===== src/hdl/vector_distance_engine_macros.svh =====
// Assertion macros shared by the vector distance engine.
`ifndef VECTOR_DISTANCE_ENGINE_MACROS_SVH
`define VECTOR_DISTANCE_ENGINE_MACROS_SVH
`ifndef ASSERT_OFF
`define VDE_ASSERT_IMPLY(label, clk, rst, a, b) \
  label: assert property (@(posedge clk) disable iff (rst) (a) |-> (b)) \
    else $error("vde assertion failed");
`define VDE_ASSERT_NEXT(label, clk, rst, a, b) \
  label: assert property (@(posedge clk) disable iff (rst) (a) |=> (b)) \
    else $error("vde assertion failed");
`else
`define VDE_ASSERT_IMPLY(label, clk, rst, a, b)
`define VDE_ASSERT_NEXT(label, clk, rst, a, b)
`endif
`endif


===== src/hdl/vde_pkg.sv =====
// Types and constants of the vector distance engine.
package vde_pkg;

  localparam logic [1:0] METRIC_L1      = 2'd0;
  localparam logic [1:0] METRIC_L2SQ    = 2'd1;
  localparam logic [1:0] METRIC_COSINE  = 2'd2;
  localparam logic [1:0] METRIC_INVALID = 2'd3;

  localparam logic [1:0] STATUS_OK        = 2'd0;
  localparam logic [1:0] STATUS_ZERO_NORM = 2'd1;
  localparam logic [1:0] STATUS_BAD       = 2'd2;
  localparam logic [1:0] STATUS_SAT       = 2'd3;

  localparam logic [47:0] DIST_MAX = 48'hFFFF_FFFF_FFFF;
  localparam logic [47:0] ONE_Q30  = 48'h0000_4000_0000;

  typedef struct packed {
    logic signed [15:0] point_value;
    logic signed [15:0] center_value;
    logic               last_element;
  } in_t;

  typedef struct packed {
    logic [47:0] distance;
    logic [1:0]  status;
  } out_t;

  typedef struct packed {
    logic [1:0]         metric;
    logic [47:0]        diff_sum;
    logic               diff_sat;
    logic signed [40:0] dot_sum;
    logic               cos_sat;
    logic [39:0]        point_norm_sq;
    logic [39:0]        center_norm_sq;
    logic               over_dim;
  } rec_t;

endpackage


===== src/hdl/vde_queue.sv =====
// Two-entry queue of finished vector sums between front and back.
module vde_queue (
  input  logic          clk,
  input  logic          rst,
  input  logic          push,
  input  vde_pkg::rec_t push_rec,
  input  logic          pop,
  output logic          full,
  output logic          not_empty,
  output vde_pkg::rec_t head_rec
);
  vde_pkg::rec_t mem [2];
  logic wr_ptr, rd_ptr;
  logic [1:0] count;

  assign full      = count == 2'd2;
  assign not_empty = count != 2'd0;
  assign head_rec  = mem[rd_ptr];

  always_ff @(posedge clk) begin
    if (push) begin
      mem[wr_ptr] <= push_rec;
    end
    if (rst) begin
      wr_ptr <= 1'b0;
      rd_ptr <= 1'b0;
      count  <= 2'd0;
    end else begin
      if (push) begin
        wr_ptr <= !wr_ptr;
      end
      if (pop) begin
        rd_ptr <= !rd_ptr;
      end
      count <= count + 2'(push) - 2'(pop);
    end
  end
endmodule


===== config.mk =====
export PLATFORM = sky130hd
export DESIGN_NAME = vde_queue
export DESIGN_NICKNAME = d
export VERILOG_FILES = /design/src/hdl/vector_distance_engine_macros.svh /design/src/hdl/vde_pkg.sv /design/src/hdl/vde_queue.sv
export SDC_FILE = /design/constraint.sdc
export NUM_CORES = 1
export LEC_CHECK = 0
export BUFFER_PORTS_ARGS = -buffer_cell sky130_fd_sc_hd__buf_2
export CORE_ASPECT_RATIO = 1.5
export CORE_MARGIN = 2
export CORE_UTILIZATION = 35
export CTS_BUF_LIST = sky130_fd_sc_hd__clkbuf_4 sky130_fd_sc_hd__clkbuf_8 sky130_fd_sc_hd__clkbuf_16
export DETAILED_ROUTE_END_ITERATION = 10
export GPL_TIMING_DRIVEN = 0
export PLACE_DENSITY_LB_ADDON = 0.3
export REMOVE_ABC_BUFFERS = 1
export SLEW_MARGIN = 20
export SYNTH_ARGS = -nofsm -noshare
export SYNTH_HDL_FRONTEND = slang
export SYNTH_SLANG_ARGS = --single-unit

===== constraint.sdc =====
create_clock -name clk -period 17.8 [get_ports clk]
set_input_delay 1.78 -clock clk [delete_from_list [all_inputs] [get_ports clk]]
set_output_delay 1.78 -clock clk [all_outputs]
set_load 0.02 [all_outputs]

Yosys cells after proc, flatten, opt, wreduce, memory -nomap -nowiden --
Memory sizes are Yosys's and may differ from the RTL's. A register that Yosys moved wholly into a read port is not among the register bits. Cells that the tools add are included.
Word-level totals: register bits after elaboration 4, latch bits 0, memory bits (writable) 348, ROM bits 0, input port bits 178, output and inout bits 176, word-level logic and storage cells 14, memories kept 1
Operators by class: $add $sub $neg 2, multiply operators 0, divide/modulo/power cells 0, $lt $le $gt $ge 0, equality and inequality tests 1, shift operators 0, multiplexer cells 4, bitwise operators 0, reduce and logical (&&, ||, !) cells 3
Memories:
- mem | depth 2, width 174, rd ports 1, clocked after memory_dff 1, wr ports 1, line vde_queue.sv:12 | vde_pkg::rec_t mem [2];
Operator list (count):
- 1-bit 2-to-1 mux | 4
- 2-bit by 1-bit adder with 2-bit output | 1
- 2-bit equality test (second input constant) | 1
- 1-bit zero test | 2
- 2-bit nonzero test | 1
- 2-bit by 1-bit subtractor with 2-bit output | 1

Longest topological paths before layout --
Gate-level depths: netlist of the first run.
depth after elaboration 3, depth in mapped cells 6, depth with buffers taken out 6

Worst setup path after synthesis of the first run --
Ideal clock, no wire load.
path type in2reg, start input port push, end memory mem[0][0] (netlist name) (enable), library setup time 0.731 ns, arrival 9.293 ns, data required time 17.069 ns, path slack 7.776 ns, stages on the path 1, path buffers 0, cells stage by stage nor2b_1
On the way: word-level cells in the longest chain between the ends 2
Ends and longest elaborated chain:
- start: declaration | line vde_queue.sv:5 | input logic push,
- 1-bit 2-to-1 mux | line vde_queue.sv:21 | if (push) begin
- 1-bit 2-to-1 mux (implied by the code) | line vde_queue.sv:22 | mem[wr_ptr] <= push_rec;
- end: declaration | line vde_queue.sv:12
Every way passes these cells.

==> flow_summary.toml, run 1 <==
[status]
outcome = "complete, no violations"

[setup_path]
crit_chain = "buf_12 -> buf_16 -> mux2_2 -> buf_2"
cp_slowest_stage_delay_ns = 0.62
r2r-start = "wr_ptr"
cp.depth = 4
cp-start-kind = "register"
crit_slowest_cell = "dfxtp_4"
r2r_cells = 5
crit_buf_inv = 3
worstSetupPathType = "register to output port"
path_max_fanout = 50
required_ns = 16.02
r2r-end = "mem[0][41]"
crit_arrival_ns = 2.28
end_kind = "output port"
rrSetupSlack_ns = 15.92
critical_path.top_delay_family = "buffers and inverters"

[die]
core_sq_um = 36100
initial_core_util_pct = 35.6
core.rowCount = 85
die_width_um = 160
dieArea_sq_um = 38300
io_pins = 354
die_y_um = 239

[detailed_routing]
drt-pass1-iter-count = 4
dr.first_iter.drc_count = 291
routedWlPerCell_um = 18.6
postRouteAntennaNets = 0
drcViolationCount = 0
wirelength_um = 27000
via_per_inst = 4.45
vias = 6490

[yosys]
yosysUniqueCellTypes = 13
synth_edf_count = 348
avgSynthCellArea_sq_um = 22.8
synth_area_leader_cell = "edfxtp_1"
synthTopCellsByArea = "edfxtp_1 81%, mux2_2 15%, buf_6 1.6%"
async_reset_ff_share_pct = 0
syn_area_sq_um = 12800
ys_ff_latch = 353
ys_warn_count = 0
ys_seq_area_share_pct = 82.2
synthCells = 562
synth_top_area_share_pct = 81.4
ys.flop_type = "edfxtp_1"

[clock_tree]
cts_tree = "done"
insertion_delay_ns = 0.51
post_cts_buffers = 0
clockBufferDepth = 3
cts_root_buffer = "clkbuf_16"
cts_hold_buffers = 0
clk_pin_slew_ns = 0.06
cts.repair.resized = 0
cts_max_level = 2
cts_buffers = 34
clock_sinks = 353

[sta]
tns_ns = 0
finalCriticalPeriod_ns = 4.06
skew_ns = 0.00822
fmax_mhz = 246
setup_viol = 0
fin_crit_sh_pct = 22.8
tightest_slew_ns = 0.744
slew_headroom_pct = 50.4
finalHoldViolCount = 0
grt_setup_unrepaired = "no"
slew_viol_final = 0

[flow_run]
maxCapViolations = 0

[grt]
antenna_found_initial = 10
grt.overflow.total = 0
grt_max_degree = 51
grt_usage_pct = 13.8
first_global_vias = 6879
grt_pass1_wl_um = 39800

[min_path]
hold_path_class = "register to register"
min_from = "rd_ptr"
holdPathStages = 2

[placement]
place.port_buffers = 353
postPlaceCellArea_sq_um = 15400
place_congestion = 0.750
hpwl_um = 19300

[cells_and_area]
seq_area_sq_um = 10600
final_common_cell = "buf_2"
area_growth_pct = 28.2
fin_nets = 1128
drive_gt1_share_pct = 61.1
final_cell_mix = "353 x buf_2, 348 x edfxtp_1, 174 x mux2_2, 37 x clkbuf_16, 12 x clkinv_1"
fillers = 3178
postLayoutCellArea_sq_um = 16500
multi_input_area_sq_um = 2080

[pwr]
power-per-cell-area_nw_per_um2 = 116
ir_worst_vdd_uv = 83.8
leakage_nw = 6.10
registers in the layout, summed over array words and instances, names as in the netlist, named ones only:
name,count
count,2
mem,348
rd_ptr,1
wr_ptr,1
Yosys cell counts, types with 2 or more instances:
cell / number
mux2_2: 174
edfxtp_1: 348
buf_6: 18
nor2_1: 4
nor2b_1: 3
dfxtp_1: 5
inv_1: 2
xnor2_1: 2
ha_1: 2
how the worst max path moves through the flow:
stage	from	endpoint	slack, ns
2_1_floorplan	push	mem[0][0]	7.78
3_3_place_gp	push	mem[0][19]	2.51
3_5_place_dp	register	head_rec[136]	14.22
4_1_cts	register	head_rec[136]	13.65
5_1_grt	register	head_rec[137]	13.59
6_report	register	head_rec[137]	13.74
through the flow:
step	worst slack, ns	instances	total power (W)	hold WS (ns)	utilization, %
6_report	13.74	1457	0.00192	0.515	45.7
5_1_grt	13.59	1456	0.00199	0.567	45.7
4_1_cts	13.65	1448	0.00195	0.524	45.6
2_1_floorplan	7.78	543	0.00116	0.480	-
3_3_place_gp	2.51	1374	0.00127	0.495	41.6
3_5_place_dp	14.22	1390	0.00125	0.505	42.7
worst register-to-register path, delay by kind of cell (launching register included):
family                 cells  cell delay (ns)
and+or+nand+nor            1             0.42
DFF                        1             0.35
buffers and inverters      4             0.80
cell type report:
| class | instances | area share [%] |
|---|---|---|
| Antenna cell | 9 | 0.137 |
| Clock buffer | 40 | 5.76 |
| Clock inverter | 18 | 0.661 |
| Inverter | 2 | 0.0456 |
| Multi-Input combinational cell | 188 | 12.6 |
| Sequential cell | 353 | 64.1 |
| Tap cell | 478 | 3.63 |
| Timing Repair Buffer | 369 | 13.0 |
cells by family (layout without fill, tap and decap cells):
group / Yosys count / count (layout) / synth area share (%)
flops: 353 / 353 / 82.2
mux: 174 / 174 / 15.3
buf+inv: 21 / 429 / 1.68
simple gates: 9 / 9 / 0.361
xor+xnor: 3 / 3 / 0.312
fa+ha+maj: 2 / 2 / 0.195
other cells: 0 / 9 / 0
routing by layer:
metal	vias up	global-route usage (%)	routed length [um]
li1	3023	-	-
met3	54	3.30	1520
met2	212	26.3	15800
met4	0	7.32	924
met5	-	0	0
met1	3201	13.8	8790
power breakdown:
part           switching (W)  internal (W)  leakage [nW]
logic               0.000144      0.000104          2.27
registers          0.0000129      0.000970          3.31
clock network       0.000292      0.000394         0.515
Power figures use the tool's default switching activity.
==> run 2: changes to the inputs <==
- clock period: 17.8 -> 3.55 ns (I/O delays scaled with it)
==> flow_summary.toml, run 2 (synthesized netlist as in run 1, its figures left out) <==
[pwr]
p_int_w = 0.00739
power-per-cell-area_nw_per_um2 = 571
power.total_w = 0.00965
swShare_pct = 23.4
comb_power_share_pct = 13.3
p_sw_w = 0.00226
p_seq_share_pct = 51.1
p_clk_share_pct = 35.6
ir_worst_vdd_uv = 430
leakage_nw = 6.28

[die]
dieArea_sq_um = 38300
die_width_um = 160
core.rowCount = 85
io_pins = 354
initial_core_util_pct = 35.6
core_sq_um = 36100
die_y_um = 239

[min_path]
hold_path_class = "primary input to register"
holdPathStages = 1
min_to = "mem[0][91]"
min_from = "push_rec[91]"

[sta]
setup_viol = 0
grt_setup_unrepaired = "no"
fmax_mhz = 379
finalCriticalPeriod_ns = 2.64
finalHoldViolCount = 0
slew_viol_final = 0
setup_slack_ns = 0.913
slew_headroom_pct = 50.8
fin_crit_sh_pct = 74.3
skew_ns = 0.0130
tightest_slew_ns = 0.738
tns_ns = 0

[detailed_routing]
routedWlPerCell_um = 18.2
drt-pass1-iter-count = 5
postRouteAntennaNets = 0
via_per_inst = 4.47
dr.first_iter.drc_count = 277
wirelength_um = 27400
vias = 6705
drcViolationCount = 0

[setup_path]
cp-start-kind = "register"
path_max_fanout = 50
rrSetupSlack_ns = 1.68
end_kind = "output port"
r2r_cells = 5
r2r-end = "mem[0][26]"
r2r-start = "wr_ptr"
required_ns = 3.19
crit_arrival_ns = 2.28
worstSetupPathType = "register to output port"

[cells_and_area]
final_util_pct = 46.9
fin_cells = 1500
fin_nets = 1172
regMostFlops = "mem"
top_regs = "mem: 348 flops, count: 2 flops"
drive_gt1_share_pct = 58.5
final_common_cell = "buf_2"
area_growth_pct = 31.7
largest_reg_flops = 348
final_cell_mix = "353 x buf_2, 348 x edfxtp_1, 174 x mux2_2, 44 x dlygate4sd3_1, 37 x clkbuf_16"

[placement]
placedCellCount = 1390
hpwl_um = 19300
place.port_buffers = 353
pre_cts_slack_ns = 1.40
place_congestion = 0.750

[grt]
grt.overflow.total = 0
grt_usage_pct = 14.0
antenna_found_initial = 7
grt_max_degree = 51
grt_pass1_wl_um = 40500
first_global_vias = 7107

[clock_tree]
cts_buffers = 34
cts.repair.resized = 0
cts_root_buffer = "clkbuf_16"
clockBufferDepth = 3
clk_pin_slew_ns = 0.06
cts_hold_buffers = 44
post_cts_buffers = 0
cts_tree = "done"
cts_max_level = 2
insertion_delay_ns = 0.52
clock_sinks = 353

[flow_run]
maxCapViolations = 0

[status]
outcome = "complete, no violations"
-- run 2: cell types whose count changed in the layout (fill, tap and decap cells not counted) --
cell / previous run / this run
diode_2: 9 / 8
dlygate4sd3_1: 0 / 44
-- run 2: cell type report --
| type | instances | area (sq um) |
|---|---|---|
| antenna | 8 | 20.0 |
| clock inverter | 18 | 109 |
| fill | 3141 | 19200 |
| timing repair buffer | 413 | 2580 |
| tap | 478 | 598 |
| sequential | 353 | 10600 |
| clock buffer | 40 | 948 |
| multi-input combinational | 188 | 2080 |
| inverter | 2 | 7.51 |
-- run 2: worst max path at each step --
| stage | from | to | slack, ns | cells past startpoint |
|---|---|---|---|---|
| after floorplan | wr_ptr | mem[0][0] | -5.19 | 1 |
| after global placement | push | mem[0][19] | -10.32 | 2 |
| after detailed placement | register | head_rec[136] | 1.40 | 4 |
| after CTS | register | head_rec[136] | 0.82 | 4 |
| after global routing | register | head_rec[137] | 0.77 | 4 |
| final | register | head_rec[137] | 0.91 | 4 |
-- run 2: routing by layer --
layer  vias to the layer above  global-route usage [%]  part of all wire (%)
met4                         0                    7.15                   3.8
met1                      3318                    13.9                    33
met5                         -                       0                     0
met2                       213                    26.8                    58
met3                        57                    3.30                   5.4
li1                       3117                       -                     -
-- run 2: power by group through the flow --
stage / registers, W / clock network (W) / logic (W)
after floorplan: 0.00510 / 0 / 0.000710
after global placement: 0.00518 / 0 / 0.00119
after detailed placement: 0.00502 / 0 / 0.00127
after CTS: 0.00493 / 0.00356 / 0.00131
after global routing: 0.00495 / 0.00369 / 0.00137
final: 0.00493 / 0.00344 / 0.00128
-- run 2: worst max-delay path: stages, from the launching register on --
cell     delay (ns)
dfxtp_4        0.62
buf_12         0.27
buf_16         0.26
mux2_2         0.39
buf_2          0.16
-- run 2: through the flow --
| step | hold WS [ns] | cell area, sq um |
|---|---|---|
| 2_1_floorplan | 0.427 | 12600 |
| 3_3_place_gp | 0.495 | 15000 |
| 3_5_place_dp | 0.505 | 15400 |
| 4_1_cts | 0.000153 | 16900 |
| 5_1_grt | 0.00339 | 16900 |
| 6_report | 0.0281 | 16900 |
