==> config.mk <==
export PLATFORM = sky130hd
export DESIGN_NAME = vde_back
export DESIGN_NICKNAME = d
export VERILOG_FILES = /design/src/hdl/vector_distance_engine_macros.svh /design/src/hdl/vde_pkg.sv /design/src/hdl/vde_back.sv
export SDC_FILE = /design/constraint.sdc
export NUM_CORES = 2
export LEC_CHECK = 0
export BUFFER_PORTS_ARGS = -buffer_cell sky130_fd_sc_hd__buf_4
export CORE_AREA = 2 2 384 386
export CTS_CLUSTER_SIZE = 25
export DETAILED_ROUTE_END_ITERATION = 10
export DIE_AREA = 0 0 386 388
export GPL_ROUTABILITY_DRIVEN = 0
export PLACE_DENSITY = 0.76
export SYNTH_ARGS = -nofsm -noshare
export SYNTH_HDL_FRONTEND = slang
export SYNTH_SLANG_ARGS = --single-unit
==> constraint.sdc <==
create_clock -name clk -period 10.4 [get_ports clk]
set_clock_uncertainty 0.15 [all_clocks]
set_input_delay 1.56 -clock clk [delete_from_list [all_inputs] [get_ports clk]]
set_output_delay 1.56 -clock clk [all_outputs]
set_load 0.01 [all_outputs]
==> src/hdl/vector_distance_engine_macros.svh <==
// Assertion macros shared by the vector distance engine.
`ifndef VECTOR_DISTANCE_ENGINE_MACROS_SVH
`define VECTOR_DISTANCE_ENGINE_MACROS_SVH
`ifndef ASSERT_OFF
`define VDE_ASSERT_IMPLY(label, clk, rst, a, b) \
  label: assert property (@(posedge clk) disable iff (rst) (a) |-> (b)) \
    else $error("vde assertion failed");
`define VDE_ASSERT_NEXT(label, clk, rst, a, b) \
  label: assert property (@(posedge clk) disable iff (rst) (a) |=> (b)) \
    else $error("vde assertion failed");
`else
`define VDE_ASSERT_IMPLY(label, clk, rst, a, b)
`define VDE_ASSERT_NEXT(label, clk, rst, a, b)
`endif
`endif

==> src/hdl/vde_pkg.sv <==
// Types and constants of the vector distance engine.
package vde_pkg;

  localparam logic [1:0] METRIC_L1      = 2'd0;
  localparam logic [1:0] METRIC_L2SQ    = 2'd1;
  localparam logic [1:0] METRIC_COSINE  = 2'd2;
  localparam logic [1:0] METRIC_INVALID = 2'd3;

  localparam logic [1:0] STATUS_OK        = 2'd0;
  localparam logic [1:0] STATUS_ZERO_NORM = 2'd1;
  localparam logic [1:0] STATUS_BAD       = 2'd2;
  localparam logic [1:0] STATUS_SAT       = 2'd3;

  localparam logic [47:0] DIST_MAX = 48'hFFFF_FFFF_FFFF;
  localparam logic [47:0] ONE_Q30  = 48'h0000_4000_0000;

  typedef struct packed {
    logic signed [15:0] point_value;
    logic signed [15:0] center_value;
    logic               last_element;
  } in_t;

  typedef struct packed {
    logic [47:0] distance;
    logic [1:0]  status;
  } out_t;

  typedef struct packed {
    logic [1:0]         metric;
    logic [47:0]        diff_sum;
    logic               diff_sat;
    logic signed [40:0] dot_sum;
    logic               cos_sat;
    logic [39:0]        point_norm_sq;
    logic [39:0]        center_norm_sq;
    logic               over_dim;
  } rec_t;

endpackage

==> src/hdl/vde_back.sv <==
// Back end: finishes a vector's distance, with square roots and a divide for cosine.
module vde_back (
  input  logic          clk,
  input  logic          rst,
  input  logic          q_valid,
  input  vde_pkg::rec_t q_rec,
  output logic          pop,
  output logic          out_valid,
  output vde_pkg::out_t out_data,
  input  logic          out_stall
);
  typedef enum logic [2:0] {IDLE, SQRT, MUL, DIVINIT, DIV, FIN, HOLD} state_t;

  localparam logic [30:0] ONE = 31'h4000_0000;

  state_t state;
  logic [5:0] cnt;
  logic neg;
  logic [40:0] num;
  logic [63:0] xp, xc, resp, resc, bitv;
  logic [61:0] den;
  logic [63:0] r;
  logic [51:0] q;
  logic [63:0] tp, tc, r2;
  logic gp, gc;
  logic [30:0] qc;

  assign pop = (state == IDLE) && q_valid;
  assign tp  = resp + bitv;
  assign tc  = resc + bitv;
  assign gp  = xp >= tp;
  assign gc  = xc >= tc;
  assign r2  = {r[62:0], 1'b0};
  assign qc  = (q > 52'(ONE)) ? ONE : q[30:0];

  always_ff @(posedge clk) begin
    if (rst) begin
      state     <= IDLE;
      out_valid <= 1'b0;
    end else begin
      unique case (state)
        IDLE: begin
          if (q_valid) begin
            neg  <= q_rec.dot_sum[40];
            num  <= q_rec.dot_sum[40] ? unsigned'(-q_rec.dot_sum)
                                      : unsigned'(q_rec.dot_sum);
            xp   <= {2'b0, q_rec.point_norm_sq, 22'b0};
            xc   <= {2'b0, q_rec.center_norm_sq, 22'b0};
            resp <= '0;
            resc <= '0;
            bitv <= 64'h4000_0000_0000_0000;
            cnt  <= '0;
            priority if (q_rec.metric == vde_pkg::METRIC_INVALID) begin
              out_data  <= '{distance: '0, status: vde_pkg::STATUS_BAD};
              out_valid <= 1'b1;
              state     <= HOLD;
            end else if (q_rec.over_dim ||
                         (q_rec.metric == vde_pkg::METRIC_COSINE ? q_rec.cos_sat
                                                                  : q_rec.diff_sat)) begin
              out_data  <= '{distance: vde_pkg::DIST_MAX, status: vde_pkg::STATUS_SAT};
              out_valid <= 1'b1;
              state     <= HOLD;
            end else if (q_rec.metric == vde_pkg::METRIC_COSINE) begin
              if (q_rec.point_norm_sq == '0 || q_rec.center_norm_sq == '0) begin
                out_data  <= '{distance: '0, status: vde_pkg::STATUS_ZERO_NORM};
                out_valid <= 1'b1;
                state     <= HOLD;
              end else begin
                state <= SQRT;
              end
            end else begin
              out_data  <= '{distance: q_rec.diff_sum, status: vde_pkg::STATUS_OK};
              out_valid <= 1'b1;
              state     <= HOLD;
            end
          end
        end
        SQRT: begin
          if (gp) begin
            xp   <= xp - tp;
            resp <= (resp >> 1) + bitv;
          end else begin
            resp <= resp >> 1;
          end
          if (gc) begin
            xc   <= xc - tc;
            resc <= (resc >> 1) + bitv;
          end else begin
            resc <= resc >> 1;
          end
          bitv <= bitv >> 2;
          cnt  <= cnt + 6'd1;
          if (cnt == 6'd31) begin
            state <= MUL;
          end
        end
        MUL: begin
          den   <= 62'(resp[30:0]) * 62'(resc[30:0]);
          state <= DIVINIT;
        end
        DIVINIT: begin
          r   <= 64'(num);
          cnt <= '0;
          if (62'(num) >= den) begin
            q     <= 52'(ONE);
            state <= FIN;
          end else begin
            q     <= '0;
            state <= DIV;
          end
        end
        DIV: begin
          if (r2 >= 64'(den)) begin
            r <= r2 - 64'(den);
            q <= {q[50:0], 1'b1};
          end else begin
            r <= r2;
            q <= {q[50:0], 1'b0};
          end
          cnt <= cnt + 6'd1;
          if (cnt == 6'd51) begin
            state <= FIN;
          end
        end
        FIN: begin
          out_data.distance <= neg ? 48'(ONE) + 48'(qc) : 48'(ONE) - 48'(qc);
          out_data.status   <= vde_pkg::STATUS_OK;
          out_valid         <= 1'b1;
          state             <= HOLD;
        end
        HOLD: begin
          if (!out_stall) begin
            out_valid <= 1'b0;
            state     <= IDLE;
          end
        end
        default: state <= IDLE;
      endcase
    end
  end
endmodule

Yosys cells after proc, flatten, opt, wreduce, memory -nomap -nowiden. Index checks and enable logic that the tools add are counted.

Mux-type cells: 47. Bitwise operators: 1. Eq/ne operators: 17. Magnitude comparators: 5. Reductions and logical operators: 22. Multiply operators: 1. Add/subtract/negate cells: 11.

Operators with widths (count): 64-bit case mux with 2 select lines (5); 64-bit 2-to-1 mux (8); 50-bit 2-to-1 mux (5); 63-bit by 64-bit adder with 64-bit output (2); 64-bit adder (2); 64-bit >= comparator (2); 64-bit subtractor (2); 63-bit case mux with 2 select lines (1); 52-bit case mux with 2 select lines (1); 50-bit case mux with 2 select lines (1); 40-bit zero test (2); 64-bit by 62-bit >= comparator with 1-bit output (1); 63-bit 2-to-1 mux (1); 63-bit by 62-bit subtractor with 63-bit output (1); 41-bit by 62-bit >= comparator with 1-bit output (1); 31-bit by 31-bit multiplier with 62-bit output (1); 31-bit 2-to-1 mux (2); 52-bit by 31-bit greater-than comparator with 1-bit output, second input constant (1); 48-bit 2-to-1 mux (1); 41-bit negation (1); 40-bit 2-to-1 mux (1); 31-bit by 31-bit adder with 32-bit output, first input constant (1); 31-bit by 31-bit subtractor with 32-bit output, first input constant (1); 3-bit 2-to-1 mux (8); 24 further kinds (52).

Input bits: 178. Register bits: 599. Word-level logic and storage cells: 120. Output and inout port bits: 52.

Longest topological paths before layout.
Depth after elaboration: 8. Mapped depth: 29. Mapped depth without buffers: 26.

Worst setup path after synthesis. OpenSTA, ideal clock, no wires.

Kind: reg-to-reg. From: register bitv[2]. To: register xc[0] (enable). Path slack: 1.644 ns. Buffers on the path: 4. Arrival time: 8.099 ns. Data required time: 9.743 ns. Clock period less this slack: 8.756 ns. Library setup time: 0.507 ns. Cell stages (with the launch flop): 24. Cell sequence: edfxtp_1 > ha_1 > a31o_2 > o211ai_1 > o21a_1 > nor3_1 > o311ai_0 > a31oi_1 > nor2b_1 > or2_2 > xnor2_1 > ha_1 > and2_1 > clkbuf_1 > nand2_1 > nor4_1 > nand2_1 > o2bb2ai_1 > o211ai_1 > a21o_1 > clkbuf_1 > clkbuf_1 > clkbuf_1 > a21oi_1.

Word-level cells in the longest chain between the ends: 4.

Ends and longest elaborated chain: start: declaration (line vde_back.sv:20) `logic [63:0] xp, xc, resp, resc, bitv;`; start signal: assignment (line vde_back.sv:91) `bitv <= bitv >> 2;`; 64-bit adder (line vde_back.sv:30) `assign tc = resc + bitv;`; 64-bit >= comparator (line vde_back.sv:32) `assign gc = xc >= tc;`; 2-bit inequality test (no line); 4-bit AND reduction (no line); end signal: assignment (line vde_back.sv:48) `xc <= {2'b0, q_rec.center_norm_sq, 22'b0};`; end signal: assignment (line vde_back.sv:86) `xc <= xc - tc;`; end: declaration (line vde_back.sv:20).

Every way passes these cells. A chain may end at the register's enable or synchronous reset.

Worst setup path in the final report.
From: register resp[15]. To: register den[52] (data pin).

Word-level cells in the longest chain between the ends: 1.

Ends and longest elaborated chain: start: declaration (line vde_back.sv:20); start signal: assignment (line vde_back.sv:81) `resp <= (resp >> 1) + bitv;`; start signal: assignment (line vde_back.sv:83) `resp <= resp >> 1;`; 31-bit by 31-bit multiplier with 62-bit output (line vde_back.sv:98) `den <= 62'(resp[30:0]) * 62'(resc[30:0]);`; end signal: assignment (line vde_back.sv:98); end: declaration (line vde_back.sv:21) `logic [61:0] den;`.

Every way passes these cells.

==> flow_summary.ini <==
[hold_path]
min_from = out_valid
hold_class = reg2reg
hold_path_end = out_valid
min_path_cells = 2

[setup_path]
slowest_delay_ns = 1.23
crit_type = reg2reg
worstSetupStartpointType = flop
critPathCaptureType = flop
worst_ep_arrival_time_ns = 9.68
crit_top_cell = fa_1
regToRegStartpoint = resp[15]
path_buf_inv = 4
reg2reg_slack_ns = 0.99
r2r_cells = 24
setup.worst_path.start = resp[15]
path_cells = and2_1 -> fa_1 -> fa_1 -> fa_1 -> inv_1 -> fa_1 -> inv_1 -> fa_1 -> fa_1 -> fa_1 -> inv_1 -> fa_1 -> inv_1 -> ha_1 -> a21oi_1 -> o21ai_0 -> a221oi_1 -> nand2_1 -> a31oi_1 -> o31a_1 -> o31ai_1 -> o22ai_1 -> o21ai_0 -> xnor2_1
worstPathMaxFanout = 32
cp_top_family = adder cells
required_ns = 10.67
reg2reg_to = den[52]
slowest_stage = edfxtp_1

[logic_synthesis]
synth_seq_cells = 567
synth_cells = 8632
synth_xor_area_share_pct = 5.26
yosys_warnings = 0
synthArstFlopShare_pct = 0
ys_types = 82
synth_area_mm2 = 0.0768
synth_ff_type = edfxtp_1
synth_compound_area_share_pct = 15.3
synth_mux_area_share_pct = 0.171
synth_fp_nets = 10271
synth_top_family_by_area = adder cells
synth-adder-area-share_pct = 32.0
synth-edff-count = 563
synth-simple-area-share_pct = 18.1
avgSynthCellArea_um2 = 8.90
synth-seq-area-share_pct = 22.1

[clocking]
htreeDepth = 3
path_clk_slew_ns = 0.06
cts_tree = yes
cts-root-buf = clkbuf_16
post_cts_resize_count = 0
cts-buffers-inserted = 70
cts_hold_buf = 0
clock_sinks = 567
insertion_delay_ns = 0.72
clock_path_buffers = 3
cts_setup_buffers = 0

[global_routing]
grt_use_met2_pct = 45.8
grt_pass1_vias = 64537
grt-ovfl-total = 0
grt_util_met1_pct = 37.6
antenna_found_initial = 3
grt_pass1_wl_um = 343000
top_usage_layer = met2
grt_max_degree = 134
grtUsageTotal_pct = 28.4
grt_util_met3_pct = 4.68

[finish]
drive_gt1_share_pct = 6.27
nFillCells = 12457
fin_cells = 10528
final_nets = 10193
syn_to_final_growth_pct = 7.30

[timing]
rsz0062_at_grt = no
slew_viol_final = 0
fin_setup_tns_ns = 0
setup_viol = 0
fin_crit_sh_pct = 90.5
max_freq_ghz = 0.106
tightest_slew_ns = 1.34
slew_headroom_pct = 10.7
period_minus_slack_ns = 9.41
final-hold-violation-count = 0

[floorplan]
io_pins = 230
core-area_mm2 = 0.145
dieWidth_um = 386
dieArea_mm2 = 0.150
start_util_pct = 52.9
rows = 140
die_y_um = 388

[drt]
wl_per_cell_um = 20.3
drt_first_pass_iters = 6
drt-initial-drc-count = 6211
postRouteAntennaNets = 0
num_vias = 64308
detail_route.drc_violations = 0
vias_per_cell = 6.11
wl_um = 213000

[job]
cap_violations = 0

[placement]
dp_hpwl_um = 166000
post-place-cells = 10399
io_buffers = 229

[run_status]
outcome = finished clean
worst max path at each step:
stage / to / depth (start not counted)
after CTS: den[52] / 24
after detailed placement: den[52] / 24
after global routing: den[60] / 24
after global placement: den[52] / 22
after floorplan: xc[0] / 23
final: den[52] / 24
worst min-delay path: stages (launching register included):
cell and delay [ns]:
dfxtp_1 0.33, nor2_1 0.11, a311oi_1 0.06
placed cells by master, fill, tap and decap left out, types with 18 or more instances in the layout:
| master | count |
|---|---|
| a211oi_1 | 103 |
| a21boi_0 | 22 |
| a21o_1 | 176 |
| a21oi_1 | 478 |
| a31o_2 | 36 |
| a31oi_1 | 173 |
| and2_1 | 549 |
| and3_1 | 125 |
| buf_4 | 328 |
| clkbuf_16 | 70 |
| edfxtp_1 | 563 |
| fa_1 | 840 |
| ha_1 | 621 |
| inv_1 | 957 |
| nand2_1 | 1034 |
| nand2b_1 | 40 |
| nand3_1 | 117 |
| nand4_1 | 113 |
| nor2_1 | 433 |
| nor2b_1 | 64 |
| nor3_1 | 95 |
| nor4_1 | 63 |
| o211ai_1 | 22 |
| o21a_1 | 66 |
| o21ai_0 | 458 |
| o21bai_1 | 97 |
| o31a_1 | 18 |
| o31ai_1 | 44 |
| or2_2 | 29 |
| or3_1 | 70 |
| or4_1 | 22 |
| xnor2_1 | 262 |
| xor2_1 | 199 |
sequential cells by signal, indices dropped and copies added, names as in the netlist, 3 cells and up:
signal,flops
xc,64
out_data,50
r,63
resc,64
bitv,32
den,62
xp,64
q,52
cnt,6
state,3
num,41
resp,64
Yosys cell counts (113+ instances only):
cell / count / area, µm²
a21o_1: 176 / 1320
a21oi_1: 482 / 2410
a31oi_1: 174 / 1090
and2_1: 551 / 3450
and3_1: 125 / 782
clkbuf_1: 450 / 1690
edfxtp_1: 563 / 16900
fa_1: 840 / 16800
ha_1: 621 / 7770
inv_1: 959 / 3600
nand2_1: 1036 / 3890
nand3_1: 117 / 586
nand4_1: 113 / 707
nor2_1: 436 / 1640
o21ai_0: 459 / 2300
xnor2_1: 262 / 2290
xor2_1: 199 / 1740
layer usage:
metal  vias up  wire [µm]
li1      29266          -
met1     31324      86600
met2      3124      97400
met3       590      18600
met4         4      10700
met5         -         29
logic make-up after synthesis:
kind of cell | count (synthesis)
AND/OR/NAND/NOR | 2826
buffers and inverters | 1437
adder cells (fa/ha/maj) | 1461
flip-flops | 567
multiplexers | 13
XOR/XNOR | 461
AO/OA/AOI/OAI | 1867
area by class of cell:
class | instances | area [µm²] | area share (%)
Clock buffer | 84 | 1800 | 2.19
Antenna cell | 1 | 2.50 | 0.00304
Inverter | 959 | 3610 | 4.38
Sequential cell | 567 | 17000 | 20.6
Multi-Input combinational cell | 6628 | 54500 | 66.2
Tap cell | 1917 | 2400 | 2.91
Clock inverter | 44 | 597 | 0.724
Timing Repair Buffer | 328 | 2460 | 2.99
metrics by stage:
stage               utilization (%)  hold WS (ns)  worst slack [ns]  cell area [µm²]
CTS                            56.7         0.384              1.17            82400
global route                   56.7         0.437             0.618            82400
finish                         56.7         0.389             0.986            82400
global placement               55.1         0.340              1.45            80000
floorplan                         -         0.368              1.64            76800
detailed placement             55.1         0.376              1.14            80000
Power is left out: the tool's default activity adds up to more than one toggle a clock period on the data nets, which glitch-free logic cannot reach.
