[src/hdl/vector_distance_engine_macros.svh]
// Assertion macros shared by the vector distance engine.
`ifndef VECTOR_DISTANCE_ENGINE_MACROS_SVH
`define VECTOR_DISTANCE_ENGINE_MACROS_SVH
`ifndef ASSERT_OFF
`define VDE_ASSERT_IMPLY(label, clk, rst, a, b) \
  label: assert property (@(posedge clk) disable iff (rst) (a) |-> (b)) \
    else $error("vde assertion failed");
`define VDE_ASSERT_NEXT(label, clk, rst, a, b) \
  label: assert property (@(posedge clk) disable iff (rst) (a) |=> (b)) \
    else $error("vde assertion failed");
`else
`define VDE_ASSERT_IMPLY(label, clk, rst, a, b)
`define VDE_ASSERT_NEXT(label, clk, rst, a, b)
`endif
`endif

[src/hdl/vde_pkg.sv]
// Types and constants of the vector distance engine.
package vde_pkg;

  localparam logic [1:0] METRIC_L1      = 2'd0;
  localparam logic [1:0] METRIC_L2SQ    = 2'd1;
  localparam logic [1:0] METRIC_COSINE  = 2'd2;
  localparam logic [1:0] METRIC_INVALID = 2'd3;

  localparam logic [1:0] STATUS_OK        = 2'd0;
  localparam logic [1:0] STATUS_ZERO_NORM = 2'd1;
  localparam logic [1:0] STATUS_BAD       = 2'd2;
  localparam logic [1:0] STATUS_SAT       = 2'd3;

  localparam logic [47:0] DIST_MAX = 48'hFFFF_FFFF_FFFF;
  localparam logic [47:0] ONE_Q30  = 48'h0000_4000_0000;

  typedef struct packed {
    logic signed [15:0] point_value;
    logic signed [15:0] center_value;
    logic               last_element;
  } in_t;

  typedef struct packed {
    logic [47:0] distance;
    logic [1:0]  status;
  } out_t;

  typedef struct packed {
    logic [1:0]         metric;
    logic [47:0]        diff_sum;
    logic               diff_sat;
    logic signed [40:0] dot_sum;
    logic               cos_sat;
    logic [39:0]        point_norm_sq;
    logic [39:0]        center_norm_sq;
    logic               over_dim;
  } rec_t;

endpackage

[src/hdl/vde_front.sv]
// Front end: takes element pairs and keeps the running sums of one vector.
module vde_front #(
  parameter int MAX_DIM      = 128,
  parameter int SAMPLE_WIDTH = 16
) (
  input  logic          clk,
  input  logic          rst,
  input  logic [1:0]    metric,
  input  logic          in_valid,
  input  vde_pkg::in_t  in_data,
  input  logic          q_full,
  output logic          push,
  output vde_pkg::rec_t push_rec
);
  localparam int SW = SAMPLE_WIDTH;
  localparam int RW = (SW > 16) ? SW : 16;
  localparam int PW = 2 * SW;
  localparam int TW = 2 * SW + 1;
  localparam int AW = 51;
  localparam logic signed [AW-1:0] DOT_MAX = AW'((64'd1 << 40) - 64'd1);
  localparam logic signed [AW-1:0] DOT_MIN = -DOT_MAX - AW'(1);
  localparam logic [AW-1:0] NORM_MAX = AW'((64'd1 << 40) - 64'd1);
  localparam logic [AW-1:0] DIFF_MAX = AW'((64'd1 << 48) - 64'd1);

  logic en;
  logic [RW-1:0] p_raw, c_raw;
  logic signed [SW-1:0] p_in, c_in;

  logic a_valid, a_last;
  logic [1:0] a_metric;
  logic signed [SW-1:0] a_p, a_c;
  logic signed [SW:0] a_d;
  logic [SW:0] a_ad;

  logic b_valid, b_last;
  logic [1:0] b_metric;
  logic [TW-1:0] b_term;
  logic signed [PW-1:0] b_dot;
  logic signed [PW-1:0] b_pp, b_cc;

  logic [47:0] diff_sum;
  logic signed [40:0] dot_sum;
  logic [39:0] point_norm_sq, center_norm_sq;
  logic [12:0] element_count;
  logic diff_sat, cos_sat;

  logic [AW-1:0] diff_s, pn_s, cn_s;
  logic signed [AW-1:0] dot_s;
  logic [47:0] diff_next;
  logic signed [40:0] dot_next;
  logic [39:0] pn_next, cn_next;
  logic [12:0] count_next;
  logic diff_sat_next, cos_sat_next;

  assign en    = !q_full;
  assign p_raw = RW'(unsigned'(in_data.point_value));
  assign c_raw = RW'(unsigned'(in_data.center_value));
  assign p_in  = signed'(p_raw[SW-1:0]);
  assign c_in  = signed'(c_raw[SW-1:0]);
  assign a_ad  = a_d[SW] ? unsigned'(-a_d) : unsigned'(a_d);

  always_ff @(posedge clk) begin
    if (rst) begin
      a_valid <= 1'b0;
      b_valid <= 1'b0;
    end else if (en) begin
      a_valid <= in_valid;
      b_valid <= a_valid;
    end
    if (en) begin
      a_p      <= p_in;
      a_c      <= c_in;
      a_d      <= (SW+1)'(p_in) - (SW+1)'(c_in);
      a_last   <= in_data.last_element;
      a_metric <= metric;
      b_last   <= a_last;
      b_metric <= a_metric;
      b_term   <= (a_metric == vde_pkg::METRIC_L1) ? TW'(a_ad) : TW'(a_ad) * TW'(a_ad);
      b_dot    <= PW'(a_p) * PW'(a_c);
      b_pp     <= PW'(a_p) * PW'(a_p);
      b_cc     <= PW'(a_c) * PW'(a_c);
    end
  end

  always_comb begin
    diff_s = AW'(diff_sum) + AW'(b_term);
    dot_s  = AW'(dot_sum) + AW'(b_dot);
    pn_s   = AW'(point_norm_sq) + AW'(unsigned'(b_pp));
    cn_s   = AW'(center_norm_sq) + AW'(unsigned'(b_cc));
    diff_next     = diff_sum;
    diff_sat_next = diff_sat;
    cos_sat_next  = cos_sat;
    if (b_metric == vde_pkg::METRIC_L1 || b_metric == vde_pkg::METRIC_L2SQ) begin
      if (diff_s > DIFF_MAX) begin
        diff_next     = 48'(DIFF_MAX);
        diff_sat_next = 1'b1;
      end else begin
        diff_next = diff_s[47:0];
      end
    end
    if (dot_s > DOT_MAX) begin
      dot_next     = 41'(DOT_MAX);
      cos_sat_next = 1'b1;
    end else if (dot_s < DOT_MIN) begin
      dot_next     = 41'(DOT_MIN);
      cos_sat_next = 1'b1;
    end else begin
      dot_next = dot_s[40:0];
    end
    if (pn_s > NORM_MAX) begin
      pn_next      = 40'(NORM_MAX);
      cos_sat_next = 1'b1;
    end else begin
      pn_next = pn_s[39:0];
    end
    if (cn_s > NORM_MAX) begin
      cn_next      = 40'(NORM_MAX);
      cos_sat_next = 1'b1;
    end else begin
      cn_next = cn_s[39:0];
    end
    count_next = (element_count == 13'h1FFF) ? element_count : element_count + 13'd1;
  end

  assign push = en && b_valid && b_last;

  always_comb begin
    push_rec.metric         = b_metric;
    push_rec.diff_sum       = diff_next;
    push_rec.diff_sat       = diff_sat_next;
    push_rec.dot_sum        = dot_next;
    push_rec.cos_sat        = cos_sat_next;
    push_rec.point_norm_sq  = pn_next;
    push_rec.center_norm_sq = cn_next;
    push_rec.over_dim       = count_next > 13'(MAX_DIM);
  end

  always_ff @(posedge clk) begin
    if (rst || push) begin
      diff_sum       <= '0;
      dot_sum        <= '0;
      point_norm_sq  <= '0;
      center_norm_sq <= '0;
      element_count  <= '0;
      diff_sat       <= 1'b0;
      cos_sat        <= 1'b0;
    end else if (en && b_valid) begin
      diff_sum       <= diff_next;
      dot_sum        <= dot_next;
      point_norm_sq  <= pn_next;
      center_norm_sq <= cn_next;
      element_count  <= count_next;
      diff_sat       <= diff_sat_next;
      cos_sat        <= cos_sat_next;
    end
  end
endmodule

[config.mk]
export PLATFORM = sky130hd
export DESIGN_NAME = vde_front
export DESIGN_NICKNAME = d
export VERILOG_FILES = /design/src/hdl/vector_distance_engine_macros.svh /design/src/hdl/vde_pkg.sv /design/src/hdl/vde_front.sv
export SDC_FILE = /design/constraint.sdc
export NUM_CORES = 2
export LEC_CHECK = 0
export BUFFER_PORTS_ARGS = -buffer_cell sky130_fd_sc_hd__buf_2
export CAP_MARGIN = 0
export CORE_ASPECT_RATIO = 1.2
export CORE_MARGIN = 3
export CORE_UTILIZATION = 70
export CTS_CLUSTER_DIAMETER = 200
export DETAILED_ROUTE_END_ITERATION = 7
export PLACE_DENSITY_LB_ADDON = 0.25
export RECOVER_POWER = 100
export SLEW_MARGIN = 25
export SYNTH_ARGS = -nofsm -noshare
export SYNTH_HDL_FRONTEND = slang
export SYNTH_SLANG_ARGS = --single-unit
[constraint.sdc]
create_clock -name clk -period 21.5 [get_ports clk]
set_input_delay 1.075 -clock clk [delete_from_list [all_inputs] [get_ports clk]]
set_output_delay 1.075 -clock clk [all_outputs]
set_load 0.02 [all_outputs]
Word level (Yosys, flattened, before mapping)
Cells that the tools add are included.
W data, S select, Z words.
- order comparisons: 6
- reduce and logical (&&, ||, !) cells: 7
- multiplexer cells: 15
- $mul: 4
- add/subtract/negate cells: 7
- eq/ne operators: 2
- operators by type and width (cell ; number):
    $mul A16 B16 Y32 ; 3
    $mux W48 ; 2
    $add A40 B32 Y41 ; 2
    $gt A41 B40 Y1 const B ; 2
    $mux W41 ; 2
    $mux W40 ; 2
    $add A48 B33 Y49 ; 1
    $gt A49 B48 Y1 const B ; 1
    $add A41 B32 Y42 ; 1
    $gt A42 B41 Y1 const B ; 1
    $lt A42 B41 Y1 const B ; 1
    $mux W17 ; 2
    $mul A17 B17 Y33 ; 1
    $neg A17 Y17 ; 1
    $sub A16 B16 Y17 ; 1
    $add A13 B1 Y13 const B ; 1
    $eq A13 B13 Y1 const B ; 1
    $gt A13 B8 Y1 const B ; 1
    $mux W13 ; 1
    $mux W1 ; 6
    $logic_not A2 Y1 ; 2
    $eq A2 B1 Y1 const B ; 1
    $logic_and A1 B1 Y1 ; 2
    $logic_or A1 B1 Y1 ; 2
    $logic_not A1 Y1 ; 1
- register bits: 370

Logic depth before layout (Yosys ltp)
- depth after elaboration: 6
- mapped depth: 35
- mapped depth without buffers: 33

Worst setup path after synthesis
OpenSTA, ideal clock, no wires.
- path type: register to register
- start point: register a_d[0]
- end point: register b_term[31] (data pin)
- path buffers: 1
- data required time: 21234 ps
- period minus slack after synthesis: 8029 ps
- stages on the path, launching flop included: 31
- arrival time: 7763 ps
- path slack: 13471 ps
- cells stage by stage: edfxtp_1 > clkbuf_1 > or3_1 > or3b_2 > nand2_1 > xnor2_1 > clkinv_1 > nor2_1 > inv_1 > fa_1 > inv_1 > fa_1 > inv_1 > fa_1 > inv_1 > fa_1 > fa_1 > inv_1 > fa_1 > inv_1 > ha_1 > and2_1 > nand3_1 > or2_2 > o21ai_0 > a21oi_1 > a211o_1 > o31a_1 > a31oi_1 > xnor2_1 > nor2_1
- word-level cells in the longest chain between the ends: 3
- ends and longest elaborated chain (what ; RTL line ; text):
    start: declaration ; vde_front.sv:32 ; logic signed [SW:0] a_d;
    start signal: assignment ; vde_front.sv:73 ; a_d <= (SW+1)'(p_in) - (SW+1)'(c_in);
    $neg A17 Y17 ; vde_front.sv:60 ; assign a_ad = a_d[SW] ? unsigned'(-a_d) : unsigned'(a_d);
    $mux W17 (*) ; vde_front.sv:60 ;
    $mul A17 B17 Y33 (*) ; vde_front.sv:78 ; b_term <= (a_metric == vde_pkg::METRIC_L1) ? TW'(a_ad) : TW'(a_ad) * TW'(a_ad);
    end signal: assignment ; vde_front.sv:78 ;
    end: declaration ; vde_front.sv:37 ; logic [TW-1:0] b_term;
Mark *: on every way between the ends. The rest lies on a longest branch, timed or not.
A chain may end at the register's enable or synchronous reset.

Worst setup path in the final report
- start point: input port q_full
- end point: register diff_sum[43]
- word-level cells in the longest chain between the ends: 4
- ends and longest elaborated chain (what ; RTL line ; text):
    start: declaration ; vde_front.sv:11 ; input logic q_full,
    $logic_not A1 Y1 (*) ; vde_front.sv:55 ; assign en = !q_full;
    $logic_and A1 B1 Y1 (*) ; vde_front.sv:125, vde_front.sv:147 ;
    $logic_and A1 B1 Y1 ; vde_front.sv:125 ; assign push = en && b_valid && b_last;
    $logic_or A1 B1 Y1 ; vde_front.sv:139 ; if (rst || push) begin
    end signal: assignment ; vde_front.sv:148 ; diff_sum <= diff_next;
    end: declaration ; vde_front.sv:41 ; logic [47:0] diff_sum;
Marked as above.

==> flow_summary.toml <==
[sta]
fin_worst_skew_ns = 0.05650
fmax_mhz = 80.48
hold_viol = 0
period_minus_slack_ns = 12.42
rsz0062_at_grt = "false"
post-route-period-util_pct = 57.79
tightest_slew_ns = 6.269
setup_tns_ns = 0
maxSlewViolCount = 723
slew_headroom_pct = -320.2
setup_violations = 0

[routing]
first_pass_iters = 6
drc = 0
final_antenna_net_count = 0
wl_um = 146400
viasPerCell = 5.967
drt_iter0_markers = 3754
via_count = 45360
wl_per_cell_um = 19.26

[synthesis]
synth_compound_gate_area_share_pct = 10.96
yosysTopAreaCellShare_pct = 32.61
synth_most_common_cell = "inv_1"
synth-xor-area-share_pct = 4.731
yosys.area.top_type = "fa_1"
syn_area_per_cell_sq_um = 8.938
synthArstFlopShare_pct = 0
syn-cell-area_sq_um = 57390
synth-edff-count = 182
seq_area_frac_synth_pct = 16.01
yosys.area_share.simple_pct = 13.98
ys_ff_latch = 368
synthFlopType = "dfxtp_1"
syn_inst = 6421
synth_top_family_by_area = "adder cells"
synth_fa_ha_area_share_pct = 43.91
synth.distinct_cells = 84
ys_warn_count = 0
synthMuxAreaShare_pct = 0.4665
synth_area_leaders = "fa_1, ha_1, edfxtp_1, inv_1, dfxtp_1"
synth_top_cells_by_count = "inv_1, fa_1, nand2_1"

[clocking]
cts.sinks = 368
cts.repair.resized = 0
insertion_delay_ns = 0.64
cts_buffers = 43
htreeDepth = 2
clock_path_buffers = 3
cts_tree = "built"
postCtsSetupBuffers = 0
postCtsHoldBufs = 0
clockRootBuffer = "clkbuf_16"
clkTransAtPathRegs_ns = 0.06

[global_routing]
gr-total-overflow = 0
grt_pass1_vias = 47540
grt_max_degree = 131
grt_usage_pct = 35.21
grt_pass1_wl_um = 238800
antenna_found_initial = 9

[floorplan]
initial_core_util_pct = 70.97
die_x_um = 267.4
core_area_sq_um = 80880
dieArea_sq_um = 85480
dieHeight_um = 319.7
ioPinCount = 214
placementRows = 114

[placed_design]
io_buffer_count = 213
gp_congestion = 0.9525
post-place-cells = 7511
hpwl_um = 114100
placed_area_sq_um = 59410

[worst_setup_path]
rr_worst_depth = 30
cp_cell_sequence = "clkbuf_1, clkinvlp_2, nand2_1, clkbuf_1, a31oi_1, a41oi_1, o21a_1"
cp_common_cell = "clkbuf_1"
critPathRequiredTime_ns = 22.08
reg2reg_to = "b_term[29]$_SDFFCE_PP0N_"
crit_fanout = 130
crit_arrival_ns = 13.01
max_stage_delay_ns = 4.67
worst-path-buf-inv = 3
crit_path_end_kind = "flip-flop"
crit_family = "buffers and inverters"
r2r-start = "a_d[0]$_DFFE_PN_"
cp_slowest_cell = "clkinvlp_2"
start_kind = "input port"
reg2reg_slack_ns = 12.44
worst-setup-path-type = "in -> reg"

[layout]
layoutNonFillerInstCount = 7602
drive_above_1_share_pct = 3.437
final_nets = 7998
synthToLayoutAreaGrowth_pct = 5.457
postLayoutCellArea_sq_um = 60530

[hold_path]
min_path_type = "reg -> reg"
min_path_cells = 0
hold_end = "b_last$_DFFE_PN_"
hp-start = "a_last$_DFFE_PN_"

[flow_run]
maxCapViolations = 14

[status]
violations = "max-capacitance violations, max-slew violations"
outcome = "finished with violations"
sequential cells by signal, indices dropped and copies added (netlist names), 2 cells and up:
register,cells
a_p,16
element_count,13
b_dot,32
point_norm_sq,40
b_cc,31
dot_sum,41
diff_sum,48
b_term,33
a_d,17
a_c,16
b_metric,2
b_pp,31
center_norm_sq,40
a_metric,2
metal layers:
metal  vias to the layer above  global-route usage, %  share of wire [%]
met5                         -                      0             0.0082
met3                       476                  6.317                8.7
met4                         2                  16.70                5.3
met1                     22400                  43.34                 37
li1                      20590                      -                  -
met2                      1895                  60.27                 50
cells by family (layout without fill, tap and decap cells):
family	after synthesis	in the layout
flip-flops	368	368
AO/OA/AOI/OAI	1005	1005
buffers and inverters	1509	1625
adder cells (fa/ha/maj)	1455	1455
XOR/XNOR	310	310
other	2	23
multiplexers	25	25
AND/OR/NAND/NOR	1747	1747
placed cells by master (no fill, tap or decap), drive strengths merged, types with 36 or more instances in the layout:
| cell type | Yosys | final |
|---|---|---|
| a211oi | 43 | 43 |
| a21o | 126 | 126 |
| a21oi | 334 | 334 |
| a31oi | 36 | 36 |
| and2 | 190 | 190 |
| and3 | 49 | 49 |
| buf | 26 | 71 |
| clkbuf | 208 | 255 |
| dfxtp | 186 | 186 |
| edfxtp | 182 | 182 |
| fa | 935 | 935 |
| ha | 512 | 512 |
| inv | 1263 | 1269 |
| nand2 | 650 | 650 |
| nand2b | 48 | 48 |
| nand3 | 66 | 66 |
| nor2 | 445 | 445 |
| nor3 | 133 | 133 |
| o21a | 39 | 39 |
| o21ai | 237 | 237 |
| or2 | 46 | 46 |
| xnor2 | 207 | 207 |
| xor2 | 103 | 103 |
worst register-to-register path, delay by kind of cell (launching register included):
family | cells | cell delay (ns)
buf+inv | 6 | 1.23
compound gates | 5 | 1.43
simple gates | 9 | 1.36
fa+ha+maj | 8 | 3.56
xor+xnor | 2 | 0.61
flops | 1 | 0.58
per-stage QoR:
step	hold WS [ns]	setup slack [ns]	util, %
after floorplan	0.4003	13.47	-
after global placement	0.4179	12.64	73.43
after detailed placement	0.4286	12.50	73.45
after CTS	0.4370	12.46	75.24
after global routing	0.4489	8.139	74.80
final	0.4352	9.075	74.84
cell type report:
class                      instances  area, sq um
fill                            5853        20350
timing repair buffer             270         1197
tap                             1044         1306
clock buffer                      56         1195
clock inverter                    24        249.0
inverter                        1275         4787
antenna                           11        27.53
multi-input combinational       4554        42570
sequential                       368         9189
worst max path at each step:
stage	start	end	slack, ns	cells past startpoint
after CTS	a_d[0]$_DFFE_PN_	b_term[32]$_SDFFCE_PP0N_	12.46	26
after detailed placement	a_d[0]$_DFFE_PN_	b_term[32]$_SDFFCE_PP0N_	12.50	26
after global routing	q_full	diff_sum[43]$_SDFFE_PP0P_	8.14	7
after floorplan	a_d[0]$_DFFE_PN_	b_term[31]$_SDFFCE_PP0N_	13.47	30
after global placement	a_d[0]$_DFFE_PN_	b_term[32]$_SDFFCE_PP0N_	12.64	26
final	q_full	diff_sum[43]$_SDFFE_PP0P_	9.08	7
Power is not shown: default switching activity piles up to over one toggle a cycle in this logic, so the estimate is an artifact.
